==> src/rtl/core/touch_tap_drag_tracker_macros.svh <==
// ----------------------------------------------------------------------------
// Touch tap/drag tracker assertion macros
// Shared assertion wrappers used at the end of the tracker's top level.
// ----------------------------------------------------------------------------
`ifndef TOUCH_TAP_DRAG_TRACKER_MACROS_SVH
`define TOUCH_TAP_DRAG_TRACKER_MACROS_SVH

// A property that must hold at every clock edge outside reset.
`define TDT_ASSERT(name, clk, rst_n, prop, msg) \
	name: assert property (@(posedge clk) disable iff (!rst_n) (prop)) else $error(msg);

// An implication checked in the same cycle outside reset.
`define TDT_ASSERT_IMP(name, clk, rst_n, ante, cons, msg) \
	name: assert property (@(posedge clk) disable iff (!rst_n) (ante) |-> (cons)) \
		else $error(msg);

`endif

==> src/rtl/core/tdt_pkg.sv <==
// ----------------------------------------------------------------------------
// Touch tap/drag tracker package
// Field widths, panel constants, scaling reciprocals and shared types.
// ----------------------------------------------------------------------------
package tdt_pkg;

	localparam int PANEL_WIDTH  = 1280;
	localparam int PANEL_HEIGHT = 720;

	localparam int RAW_X_W   = 11;
	localparam int RAW_Y_W   = 10;
	localparam int DSZ_W     = 13;
	localparam int SLOP_W    = 8;
	localparam int DT_W      = 16;
	localparam int POS_W     = 16;
	localparam int DELTA_W   = 17;
	localparam int HELD_W    = 32;
	localparam int CFG_IDX_W = 2;

	// Scaled numerator is raw * design * 16.
	localparam int PX_W    = RAW_X_W + DSZ_W;
	localparam int PY_W    = RAW_Y_W + DSZ_W;
	localparam int NUM_X_W = PX_W + 4;
	localparam int NUM_Y_W = PY_W + 4;

	// Exact floor division by the panel size: multiply by floor(2^K/P)+1 and
	// shift right by K, with K = numerator width + ceil(log2(P)).
	localparam int SHIFT_X = NUM_X_W + $clog2(PANEL_WIDTH);
	localparam int SHIFT_Y = NUM_Y_W + $clog2(PANEL_HEIGHT);
	localparam int PRODX_W = 2 * NUM_X_W + 1;
	localparam int PRODY_W = 2 * NUM_Y_W + 1;
	localparam int QX_W    = PRODX_W - SHIFT_X;
	localparam int QY_W    = PRODY_W - SHIFT_Y;

	typedef logic [NUM_X_W:0]   recip_x_t;
	typedef logic [NUM_Y_W:0]   recip_y_t;
	typedef logic [PRODX_W-1:0] prod_x_t;
	typedef logic [PRODY_W-1:0] prod_y_t;

	localparam recip_x_t RECIP_X = recip_x_t'((64'd1 << SHIFT_X) / PANEL_WIDTH + 64'd1);
	localparam recip_y_t RECIP_Y = recip_y_t'((64'd1 << SHIFT_Y) / PANEL_HEIGHT + 64'd1);

	localparam logic [POS_W-1:0]  POS_MAX  = '1;
	localparam logic [HELD_W-1:0] HELD_MAX = '1;

	localparam logic [DSZ_W-1:0]  DESIGN_WIDTH_RST  = DSZ_W'(1280);
	localparam logic [DSZ_W-1:0]  DESIGN_HEIGHT_RST = DSZ_W'(720);
	localparam logic [SLOP_W-1:0] TAP_SLOP_RST      = SLOP_W'(18);

	typedef enum logic [CFG_IDX_W-1:0] {
		REG_DESIGN_WIDTH  = 2'd0,
		REG_DESIGN_HEIGHT = 2'd1,
		REG_TAP_SLOP      = 2'd2
	} cfg_reg_t;

	typedef enum logic {
		CMD_SAMPLE = 1'b0,
		CMD_FORGET = 1'b1
	} cmd_t;

	typedef struct packed {
		logic pressed;
		logic released;
		logic is_down;
	} evt_t;

	// How the sticky drag flag moves for one transfer.
	typedef struct packed {
		logic clr;
		logic upd;
	} drag_ctl_t;

endpackage

==> src/rtl/core/touch_tap_drag_tracker.sv <==
// ----------------------------------------------------------------------------
// Touch tap/drag tracker
// Scales one touch sample per transfer to design space and reports edges,
// position, motion, held time and a sticky drag flag.
// ----------------------------------------------------------------------------
// Usage:
// A sample transfer happens on a clock edge with sample_valid high and
// sample_stall low; a result transfer the same way on result_valid and
// result_stall. Every sample gives exactly one result, in order.
// The block takes one sample per cycle while sample_stall is low. A result
// appears once its sample has passed six registers (input register, two
// multiplier stages for the scaling, the touch record update, the travel
// squares, and the result register).
// The touch record sits in one stage, so back-to-back samples see each
// other's updates without any bubble.
// When the receiver stalls, the result register holds and the stages behind
// it keep filling; sample_stall rises only once all six stages are full.
// Reset clears the touch record and the pipeline and loads the design size
// 1280 x 720 and tap slop 18. The cfg port writes a register on cfg_wen;
// the user must write it only while no sample is in flight (unenforced).
// ----------------------------------------------------------------------------
`include "touch_tap_drag_tracker_macros.svh"

module touch_tap_drag_tracker import tdt_pkg::*; (
	input  logic                        clk,
	input  logic                        arst_n,
	input  logic                        cfg_wen,
	input  logic [CFG_IDX_W-1:0]        cfg_index,
	input  logic [DSZ_W-1:0]            cfg_data,
	input  logic                        sample_valid,
	output logic                        sample_stall,
	input  logic                        command,
	input  logic                        touching,
	input  logic [RAW_X_W-1:0]          raw_x,
	input  logic [RAW_Y_W-1:0]          raw_y,
	input  logic [DT_W-1:0]             elapsed_us,
	output logic                        result_valid,
	input  logic                        result_stall,
	output logic                        pressed,
	output logic                        released,
	output logic                        is_down,
	output logic [POS_W-1:0]            pos_x,
	output logic [POS_W-1:0]            pos_y,
	output logic [POS_W-1:0]            origin_x,
	output logic [POS_W-1:0]            origin_y,
	output logic signed [DELTA_W-1:0]   delta_x,
	output logic signed [DELTA_W-1:0]   delta_y,
	output logic [HELD_W-1:0]           held_us,
	output logic                        dragged
);

	// Configuration registers
	logic [DSZ_W-1:0]  dw_q, dh_q;
	logic [SLOP_W-1:0] slop_q;

	always_ff @(posedge clk or negedge arst_n) begin
		if (!arst_n) begin
			dw_q   <= DESIGN_WIDTH_RST;
			dh_q   <= DESIGN_HEIGHT_RST;
			slop_q <= TAP_SLOP_RST;
		end else if (cfg_wen) begin
			case (cfg_reg_t'(cfg_index))
				REG_DESIGN_WIDTH:  dw_q   <= cfg_data;
				REG_DESIGN_HEIGHT: dh_q   <= cfg_data;
				REG_TAP_SLOP:      slop_q <= cfg_data[SLOP_W-1:0];
				default: ;
			endcase
		end
	end

	// Pipeline flow control
	logic v_s1, v_s2, v_s3, v_s4, v_s5, v_s6;
	logic rdy_s1, rdy_s2, rdy_s3, rdy_s4, rdy_s5, rdy_s6;
	logic ld_s1, ld_s2, ld_s3, ld_s4, ld_s5, ld_s6;

	assign rdy_s6 = !v_s6 || !result_stall;
	assign rdy_s5 = !v_s5 || rdy_s6;
	assign rdy_s4 = !v_s4 || rdy_s5;
	assign rdy_s3 = !v_s3 || rdy_s4;
	assign rdy_s2 = !v_s2 || rdy_s3;
	assign rdy_s1 = !v_s1 || rdy_s2;

	assign ld_s1 = rdy_s1 && sample_valid;
	assign ld_s2 = rdy_s2 && v_s1;
	assign ld_s3 = rdy_s3 && v_s2;
	assign ld_s4 = rdy_s4 && v_s3;
	assign ld_s5 = rdy_s5 && v_s4;
	assign ld_s6 = rdy_s6 && v_s5;

	assign sample_stall = !rdy_s1;
	assign result_valid = v_s6;

	always_ff @(posedge clk or negedge arst_n) begin
		if (!arst_n) begin
			v_s1 <= 1'b0;
			v_s2 <= 1'b0;
			v_s3 <= 1'b0;
			v_s4 <= 1'b0;
			v_s5 <= 1'b0;
			v_s6 <= 1'b0;
		end else begin
			if (rdy_s1) v_s1 <= sample_valid;
			if (rdy_s2) v_s2 <= v_s1;
			if (rdy_s3) v_s3 <= v_s2;
			if (rdy_s4) v_s4 <= v_s3;
			if (rdy_s5) v_s5 <= v_s4;
			if (rdy_s6) v_s6 <= v_s5;
		end
	end

	// Stage 1: input register
	cmd_t              cmd_s1;
	logic              touch_s1;
	logic [RAW_X_W-1:0] rx_s1;
	logic [RAW_Y_W-1:0] ry_s1;
	logic [DT_W-1:0]    dt_s1;

	always_ff @(posedge clk) begin
		if (ld_s1) begin
			cmd_s1   <= cmd_t'(command);
			touch_s1 <= touching;
			rx_s1    <= raw_x;
			ry_s1    <= raw_y;
			dt_s1    <= elapsed_us;
		end
	end

	// Stage 2: raw * design size
	cmd_t            cmd_s2;
	logic            touch_s2;
	logic [DT_W-1:0] dt_s2;
	logic [PX_W-1:0] px_s2;
	logic [PY_W-1:0] py_s2;

	always_ff @(posedge clk) begin
		if (ld_s2) begin
			cmd_s2   <= cmd_s1;
			touch_s2 <= touch_s1;
			dt_s2    <= dt_s1;
			px_s2    <= PX_W'(rx_s1) * PX_W'(dw_q);
			py_s2    <= PY_W'(ry_s1) * PY_W'(dh_q);
		end
	end

	// Stage 3: divide by the panel size through the reciprocal
	prod_x_t         mx;
	prod_y_t         my;
	cmd_t            cmd_s3;
	logic            touch_s3;
	logic [DT_W-1:0] dt_s3;
	logic [QX_W-1:0] qx_s3;
	logic [QY_W-1:0] qy_s3;

	assign mx = prod_x_t'({px_s2, 4'b0000}) * prod_x_t'(RECIP_X);
	assign my = prod_y_t'({py_s2, 4'b0000}) * prod_y_t'(RECIP_Y);

	always_ff @(posedge clk) begin
		if (ld_s3) begin
			cmd_s3   <= cmd_s2;
			touch_s3 <= touch_s2;
			dt_s3    <= dt_s2;
			qx_s3    <= mx[PRODX_W-1:SHIFT_X];
			qy_s3    <= my[PRODY_W-1:SHIFT_Y];
		end
	end

	// Stage 4: touch record update
	logic              was_q, ign_q;
	logic [POS_W-1:0]  last_x_q, last_y_q, start_x_q, start_y_q;
	logic [HELD_W-1:0] held_q;

	logic              was_n, ign_n;
	logic [POS_W-1:0]  last_x_n, last_y_n, start_x_n, start_y_n;
	logic [HELD_W-1:0] held_n;
	logic [POS_W-1:0]  x_sat, y_sat;
	logic [HELD_W:0]   held_sum;
	logic              live, down;
	evt_t              evt;
	drag_ctl_t         ctl;
	logic signed [DELTA_W-1:0] dx, dy, tx, ty;

	assign x_sat    = (|qx_s3[QX_W-1:POS_W]) ? POS_MAX : qx_s3[POS_W-1:0];
	assign y_sat    = (|qy_s3[QY_W-1:POS_W]) ? POS_MAX : qy_s3[POS_W-1:0];
	assign held_sum = {1'b0, held_q} + (HELD_W+1)'(dt_s3);

	always_comb begin
		// A forget command, or a touch while ignoring, wipes the record.
		live     = (cmd_s3 == CMD_SAMPLE) && !(ign_q && touch_s3);
		down     = live && touch_s3;
		evt.is_down  = down;
		evt.pressed  = down && !was_q;
		evt.released = live && !touch_s3 && was_q;
		ign_n     = (cmd_s3 == CMD_FORGET) || (ign_q && touch_s3);
		was_n     = down;
		last_x_n  = last_x_q;
		last_y_n  = last_y_q;
		start_x_n = start_x_q;
		start_y_n = start_y_q;
		held_n    = held_q;
		dx        = '0;
		dy        = '0;
		if (!live) begin
			last_x_n  = '0;
			last_y_n  = '0;
			start_x_n = '0;
			start_y_n = '0;
			held_n    = '0;
		end else if (down) begin
			if (evt.pressed) begin
				start_x_n = x_sat;
				start_y_n = y_sat;
				held_n    = '0;
			end else begin
				dx     = $signed({1'b0, x_sat}) - $signed({1'b0, last_x_q});
				dy     = $signed({1'b0, y_sat}) - $signed({1'b0, last_y_q});
				held_n = held_sum[HELD_W] ? HELD_MAX : held_sum[HELD_W-1:0];
			end
			last_x_n = x_sat;
			last_y_n = y_sat;
		end
		tx      = $signed({1'b0, x_sat}) - $signed({1'b0, start_x_n});
		ty      = $signed({1'b0, y_sat}) - $signed({1'b0, start_y_n});
		ctl.clr = !live || evt.pressed;
		ctl.upd = down;
	end

	always_ff @(posedge clk or negedge arst_n) begin
		if (!arst_n) begin
			was_q     <= 1'b0;
			ign_q     <= 1'b0;
			last_x_q  <= '0;
			last_y_q  <= '0;
			start_x_q <= '0;
			start_y_q <= '0;
			held_q    <= '0;
		end else if (ld_s4) begin
			was_q     <= was_n;
			ign_q     <= ign_n;
			last_x_q  <= last_x_n;
			last_y_q  <= last_y_n;
			start_x_q <= start_x_n;
			start_y_q <= start_y_n;
			held_q    <= held_n;
		end
	end

	evt_t                      evt_s4;
	drag_ctl_t                 ctl_s4;
	logic [POS_W-1:0]          pos_x_s4, pos_y_s4, org_x_s4, org_y_s4;
	logic signed [DELTA_W-1:0] dx_s4, dy_s4, tx_s4, ty_s4;
	logic [HELD_W-1:0]         held_s4;

	always_ff @(posedge clk) begin
		if (ld_s4) begin
			evt_s4   <= evt;
			ctl_s4   <= ctl;
			pos_x_s4 <= last_x_n;
			pos_y_s4 <= last_y_n;
			org_x_s4 <= start_x_n;
			org_y_s4 <= start_y_n;
			dx_s4    <= dx;
			dy_s4    <= dy;
			tx_s4    <= tx;
			ty_s4    <= ty;
			held_s4  <= held_n;
		end
	end

	// Stage 5: squared travel and squared slop
	logic signed [2*DELTA_W-1:0] sqx_full, sqy_full;
	evt_t                        evt_s5;
	drag_ctl_t                   ctl_s5;
	logic [POS_W-1:0]            pos_x_s5, pos_y_s5, org_x_s5, org_y_s5;
	logic signed [DELTA_W-1:0]   dx_s5, dy_s5;
	logic [HELD_W-1:0]           held_s5;
	logic [2*POS_W-1:0]          sqx_s5, sqy_s5;
	logic [2*SLOP_W-1:0]         lim_s5;

	assign sqx_full = tx_s4 * tx_s4;
	assign sqy_full = ty_s4 * ty_s4;

	always_ff @(posedge clk) begin
		if (ld_s5) begin
			evt_s5   <= evt_s4;
			ctl_s5   <= ctl_s4;
			pos_x_s5 <= pos_x_s4;
			pos_y_s5 <= pos_y_s4;
			org_x_s5 <= org_x_s4;
			org_y_s5 <= org_y_s4;
			dx_s5    <= dx_s4;
			dy_s5    <= dy_s4;
			held_s5  <= held_s4;
			// Travel never exceeds the full 16-bit span, so the square fits.
			sqx_s5   <= sqx_full[2*POS_W-1:0];
			sqy_s5   <= sqy_full[2*POS_W-1:0];
			lim_s5   <= (2*SLOP_W)'(slop_q) * (2*SLOP_W)'(slop_q);
		end
	end

	// Stage 6: slop compare, sticky drag flag and result register
	logic [2*POS_W:0] travel;
	logic             exceed, drag_q, drag_n;

	assign travel = {1'b0, sqx_s5} + {1'b0, sqy_s5};
	// The slop is in whole pixels; positions carry four fraction bits.
	assign exceed = travel > (2*POS_W+1)'({lim_s5, 8'h00});
	assign drag_n = (ctl_s5.clr ? 1'b0 : drag_q) | (ctl_s5.upd & exceed);

	always_ff @(posedge clk or negedge arst_n) begin
		if (!arst_n) begin
			drag_q <= 1'b0;
		end else if (ld_s6) begin
			drag_q <= drag_n;
		end
	end

	evt_t                      evt_s6;
	logic [POS_W-1:0]          pos_x_s6, pos_y_s6, org_x_s6, org_y_s6;
	logic signed [DELTA_W-1:0] dx_s6, dy_s6;
	logic [HELD_W-1:0]         held_s6;
	logic                      drag_s6;

	always_ff @(posedge clk) begin
		if (ld_s6) begin
			evt_s6   <= evt_s5;
			pos_x_s6 <= pos_x_s5;
			pos_y_s6 <= pos_y_s5;
			org_x_s6 <= org_x_s5;
			org_y_s6 <= org_y_s5;
			dx_s6    <= dx_s5;
			dy_s6    <= dy_s5;
			held_s6  <= held_s5;
			drag_s6  <= drag_n;
		end
	end

	assign pressed  = evt_s6.pressed;
	assign released = evt_s6.released;
	assign is_down  = evt_s6.is_down;
	assign pos_x    = pos_x_s6;
	assign pos_y    = pos_y_s6;
	assign origin_x = org_x_s6;
	assign origin_y = org_y_s6;
	assign delta_x  = dx_s6;
	assign delta_y  = dy_s6;
	assign held_us  = held_s6;
	assign dragged  = drag_s6;

	// Checks
	`TDT_ASSERT_IMP(a_press_fresh, clk, arst_n, result_valid && pressed, is_down && !released && held_us == '0 && delta_x == '0 && delta_y == '0, "press result does not start a fresh touch")
	`TDT_ASSERT_IMP(a_up_still, clk, arst_n, result_valid && !is_down, !pressed && delta_x == '0 && delta_y == '0, "result without a finger shows motion")
	`TDT_ASSERT_IMP(a_ignore_up, clk, arst_n, ign_q, !was_q, "touch record is down while ignoring the panel")
	`TDT_ASSERT(a_stall_full, clk, arst_n, !sample_stall || (v_s1 && v_s2 && v_s3 && v_s4 && v_s5 && result_valid && result_stall), "sample stalled with room in the pipeline")

endmodule
==> config.mk <==
export PLATFORM = sky130hd
export DESIGN_NAME = touch_tap_drag_tracker
export DESIGN_NICKNAME = d
export VERILOG_FILES = /design/src/rtl/core/tdt_pkg.sv /design/src/rtl/core/touch_tap_drag_tracker.sv
export VERILOG_INCLUDE_DIRS = /design/src /design/src/rtl/core
export SDC_FILE = /design/constraint.sdc
export NUM_CORES = 2
export LEC_CHECK = 0
export BUFFER_PORTS_ARGS = -buffer_cell sky130_fd_sc_hd__buf_2
export CAP_MARGIN = 30
export CORE_MARGIN = 2
export CORE_UTILIZATION = 50
export CTS_BUF_LIST = sky130_fd_sc_hd__clkbuf_2
export DETAILED_ROUTE_END_ITERATION = 8
export MAX_ROUTING_LAYER = met4
export PLACE_DENSITY = 0.66
export SETUP_SLACK_MARGIN = 0.3
export SLEW_MARGIN = 20
export SYNTH_ARGS = -nofsm -noshare
export SYNTH_HDL_FRONTEND = slang
export SYNTH_SLANG_ARGS = --single-unit
==> constraint.sdc <==
create_clock -name clk -period 17.9 [get_ports clk]
set_input_delay 2.685 -clock clk [delete_from_list [all_inputs] [get_ports clk]]
set_output_delay 2.685 -clock clk [all_outputs]
set_load 0.005 [all_outputs]
; ---- After elaboration in Yosys (flattened, before gate mapping)
; Cells that the tools add are included.
[word_totals]
ff_bits = 813
input_bits = 59
out_inout_bits = 136
wordCells = 147
[classes]
n_addsub = 6
n_mul = 7
n_lt_le_gt_ge = 1
n_eq_ne = 2
n_mux = 17
n_bitwise = 5
n_reduce_logical = 39
[op_table]
columns = op, n
row1 = $mux 16, 12
row2 = $mux 32, 4
row3 = $sub 16x16->17, 4
row4 = $mul 17x17->32, 2
row5 = $mul 24x28->52 const B, 1
row6 = $mul 23x26->49 const B, 1
row7 = $add 32x16->33, 1
row8 = $add 32x32->33, 1
row9 = $gt 33x24->1, 1
row10 = $mul 11x13->24, 1
row11 = $mul 10x13->23, 1
row12 = $mul 8x8->16, 1
row13 = $logic_and 1x1->1, 12
row14 = $logic_not 1->1, 12
row15 = $logic_or 1x1->1, 8
row16 = $reduce_and 2->1, 3
row17 = $reduce_or 2->1, 2
row18 = $not 1->1, 3
row19 = $reduce_or 3->1, 1
row20 = $eq 2x1->1 const B, 1
row21 = $eq 2x2->1 const B, 1
row22 = $logic_not 2->1, 1
row23 = $and 1x1->1, 1
row24 = $mux 1, 1
row25 = $or 1x1->1, 1

; ---- Longest topological paths before layout
[depth]
depth_word = 9
mapped_depth = 27
mapped_depth_nobuf = 27

; ---- Least setup slack after synthesis
; OpenSTA, ideal clock, no wires.
[synth_path]
path_type = input-to-reg
from = input result_stall
to = register held_q[18]
setup_ns = 0.360
arrival_ns = 8.325
required_ns = 17.540
setup_slack_ns = 9.215
cell_stages = 6
n_path_buf = 2
path_cell_list = nand4_1 nand2_1 inv_1 clkbuf_1 clkbuf_1 a21oi_1
[synth_via]
elab_chain_len = 5
[synth_rtl]
columns = element, line
row1 = "start, declared", touch_tap_drag_tracker.sv:38  ; input logic result_stall,
row2 = $logic_not 1->1, touch_tap_drag_tracker.sv:76  ; assign rdy_s6 = !v_s6 || !result_stall;
row3 = $logic_or 1x1->1, touch_tap_drag_tracker.sv:76
row4 = $logic_or 1x1->1, touch_tap_drag_tracker.sv:77  ; assign rdy_s5 = !v_s5 || rdy_s6;
row5 = $logic_or 1x1->1, touch_tap_drag_tracker.sv:78  ; assign rdy_s4 = !v_s4 || rdy_s5;
row6 = $logic_and 1x1->1, touch_tap_drag_tracker.sv:86  ; assign ld_s4 = rdy_s4 && v_s3;
row7 = net ld_s4, touch_tap_drag_tracker.sv:74  ; logic ld_s1, ld_s2, ld_s3, ld_s4, ld_s5, ld_s6;
row8 = "end signal, assigned", touch_tap_drag_tracker.sv:243  ; held_q <= held_n;
row9 = "end, declared", touch_tap_drag_tracker.sv:170  ; logic [HELD_W-1:0] held_q;
; The timed path passes the listed nets, and every way through them passes these cells.
; A chain may end at the register's enable or synchronous reset.

; ---- Final worst setup path
[layout_path]
from = register px_s2[0]
to = register qx_s3[17] (data pin)
[layout_via]
elab_chain_len = 1
[layout_rtl]
columns = element, line
row1 = "start, declared", touch_tap_drag_tracker.sv:132  ; logic [PX_W-1:0] px_s2;
row2 = "start signal, assigned", touch_tap_drag_tracker.sv:140  ; px_s2 <= PX_W'(rx_s1) * PX_W'(dw_q);
row3 = $mul 24x28->52, touch_tap_drag_tracker.sv:154  ; assign mx = prod_x_t'({px_s2, 4'b0000}) * prod_x_t'(RECIP_X);
row4 = net mx[56], touch_tap_drag_tracker.sv:146  ; prod_x_t mx;
row5 = "end signal, assigned", touch_tap_drag_tracker.sv:162  ; qx_s3 <= mx[PRODX_W-1:SHIFT_X];
row6 = "end, declared", touch_tap_drag_tracker.sv:151  ; logic [QX_W-1:0] qx_s3;
; The timed path passes the listed nets, and every way through them passes these cells.

==> flow_summary.yaml <==
clock_network:
  cts.path.max_buffers: 3
  holdBufCountCts: 0
  post_cts_resized: 0
  tritoncts: "yes"
  numClockSinks: 810
  ctsRootBufferMaster: "clkbuf_2"
  numCtsBuffers: 204
  post-cts-setup-buffers: 0
  clock_latency_ps: 1710
  htree_levels: 4
  clkTransAtPathRegs_ps: 100
floorplan:
  die-width_microns: 395
  initial_utilization_pct: 50.3
  dieArea_sq_um: 156000
  num_rows: 143
  die_h_microns: 395
  core_sq_um: 152000
  ios: 195
route:
  vias_per_cell: 5.15
  first_pass_iters: 7
  routed_wl_microns: 179000
  via_count: 48700
  antenna_left: 0
  wl_per_cell_microns: 18.9
  drt_iter0_markers: 2954
  drc: 0
sta:
  tightest_slew_ps: 1120
  rsz0062_at_grt: "false"
  setup_viol: 0
  finalCritPeriodShare_pct: 41.2
  slew_headroom_pct: 25.4
  fin_crit_ps: 7380
  fmax_ghz: 0.135
  finalSetupTns_ps: 0
  fin_worst_skew_ps: 216
  hold_viol: 0
  finalMaxSlewViolations: 0
synthesis:
  synth_top_cell_area_share_pct: 27.5
  synth_fp_nets: 8947
  syn_area_per_cell_sq_um: 10.9
  syn_area_sq_um: 76300
  synth_seq_cells: 810
  synth_warnings: 0
  synthFlopType: "edfxtp_1"
  seq_area_frac_synth_pct: 31.0
  synth-edff-count: 671
  yosysTopAreaCell: "fa_1"
  yosys-top-cells-area: "fa_1 27%, edfxtp_1 26%, ha_1 14%"
  async_flop_share_pct: 17.2
  syn_inst: 6975
  synth.distinct_cells: 82
placement:
  gp_congestion: 0.916
  dpl.hpwl_microns: 144000
  port_buffers: 194
final_layout:
  mostFrequentLayoutCells: "1611 x inv_1, 1048 x fa_1, 865 x ha_1"
  areaGrowthSynthToFinish_pct: 7.03
  drive_gt1_share_pct: 8.77
  final_nets: 9221
  final_common_cell: "inv_1"
worst_setup_path:
  worst_path_max_delay_cell: "fa_1"
  critPathMaxFanout: 5
  critPathLaunchType: "register"
  crit_path_end_kind: "register"
  path_common_cell: "fa_1"
  worstPathArrival_ps: 8740
  cpPeakStageDelay_ps: 630
  setup.worst_path.class: "reg -> reg"
  crit_required_ps: 19250
  crit_chain: "ha_1 -> inv_1 -> fa_1 -> fa_1 -> inv_1 -> fa_1 -> inv_1 -> fa_1 -> fa_1 -> fa_1 -> inv_1 -> ha_1 -> nand4_1 -> nor4_1 -> o41ai_1 -> a31oi_1 -> a21oi_1 -> o21ai_1 -> o21ai_1 -> o21ai_1 -> a211o_1 -> a21oi_1 -> xnor2_1"
global_route:
  grt_start_max_net_pins: 123
  grt-ovfl-total: 0
  grt_first_pass_wirelength_microns: 289000
  grt_usage_pct: 24.7
  grt_pass1_vias: 52800
  antenna_found_initial: 6
status:
  outcome: "complete, no violations"
run:
  drv_cap: 0
hold_path:
  hold_class: "reg -> reg"
## synthesized netlist by cell type, types with 6 or more instances
cell and count:
nand2_1 569, and2_1 266, xnor2_1 187, o21a_1 33, nand2b_1 67, nor3_1 61, nor2b_1 39, a21oi_1 233
nand3_1 53, edfxtp_1 671, nand3b_1 8, dfstp_2 8, and3_1 26, fa_1 1048, a21o_1 62, a21boi_0 6
mux2_2 49, nand4_1 15, buf_1 6, clkbuf_1 155, a211o_1 11, o21ai_0 149, xor2_1 72, o41ai_1 10
a31oi_1 25, a211oi_1 26, nor4_1 10, o211ai_1 41, or2_2 15, nor2_1 268, o21ai_1 43, o21bai_1 22
ha_1 865, a21boi_1 6, inv_1 1613, or3_1 9, dfrtp_1 131
## through the flow
| step | setup slack (ps) | hold slack [ps] | util, % | area [sq um] | std cells |
|---|---|---|---|---|---|
| floorplan | 9220 | 400 | - | 76300 | 6975 |
| global placement | 10630 | 401 | 52.4 | 79500 | 9067 |
| detailed placement | 10500 | 405 | 52.4 | 79600 | 9069 |
| CTS | 10420 | 265 | 53.8 | 81600 | 9450 |
| global route | 9970 | 281 | 53.8 | 81700 | 9461 |
| finish | 10520 | 298 | 53.8 | 81700 | 9462 |
## cell type report
| class | count | area [sq um] |
|---|---|---|
| Multi-Input combinational cell | 4385 | 46000 |
| Tap cell | 2030 | 2540 |
| Antenna cell | 8 | 20.0 |
| Fill cell | 13500 | 70000 |
| Timing Repair Buffer | 234 | 1350 |
| Clock buffer | 283 | 1420 |
| Inverter | 1614 | 6070 |
| Sequential cell | 810 | 23600 |
| Clock inverter | 98 | 618 |
## metal layers
layer	up-vias	wire length [microns]	global-route usage [%]
met5	-	0	-
met4	0	4300	6.95
met3	235	9230	3.80
met2	1147	86600	40.1
met1	24400	78500	32.3
li1	22900	-	-
## cell families after synthesis
logic type | count (synthesis) | synth area share (%)
adder cells (fa/ha/maj) | 1913 | 41.7
flip-flops | 810 | 31.0
AND/OR/NAND/NOR | 1429 | 8.86
AO/OA/AOI/OAI | 732 | 6.00
XOR/XNOR | 259 | 2.97
buffers and inverters | 1780 | 8.76
multiplexers | 52 | 0.762
## registers in the layout, indices dropped and copies added, names as in the netlist, 17 cells and up
name	flops
py_s2	23
held_us	32
tx_s4	17
delta_x	17
px_s2	24
qy_s3	18
held_s4	32
ty_s4	17
dy_s5	17
qx_s3	18
held_s5	32
dx_s4	17
held_q	32
sqx_s5	31
sqy_s5	31
delta_y	17
dx_s5	17
dy_s4	17
## critical path, delay by kind of cell, from the launching register on
kind                       cells  cell delay, ps
AOI/OAI and AO/OA              8            1930
xor gates and xnor gates       1             130
adders and majority gates      8            3840
buffers and inverters          4             290
DFF                            1             490
and+or+nand+nor                2             430
## final timing paths
kind | start | endpoint | slack (ps) | cells after the start
min | dx_s4[12] | dx_s5[12] | 300 | 0
max in group asynchronous | arst_n | start_x_q[12] | 15650 | 2
max | px_s2[0] | qx_s3[17] | 10520 | 23
max reg2reg | px_s2[0] | qx_s3[17] | 10520 | 23
min in group asynchronous | arst_n | last_y_q[6] | 930 | 1
min reg2reg | dx_s4[12] | dx_s5[12] | 300 | 0
Power is left out: the tool's default activity adds up to more than one toggle a clock period on the data nets, which glitch-free logic cannot reach.
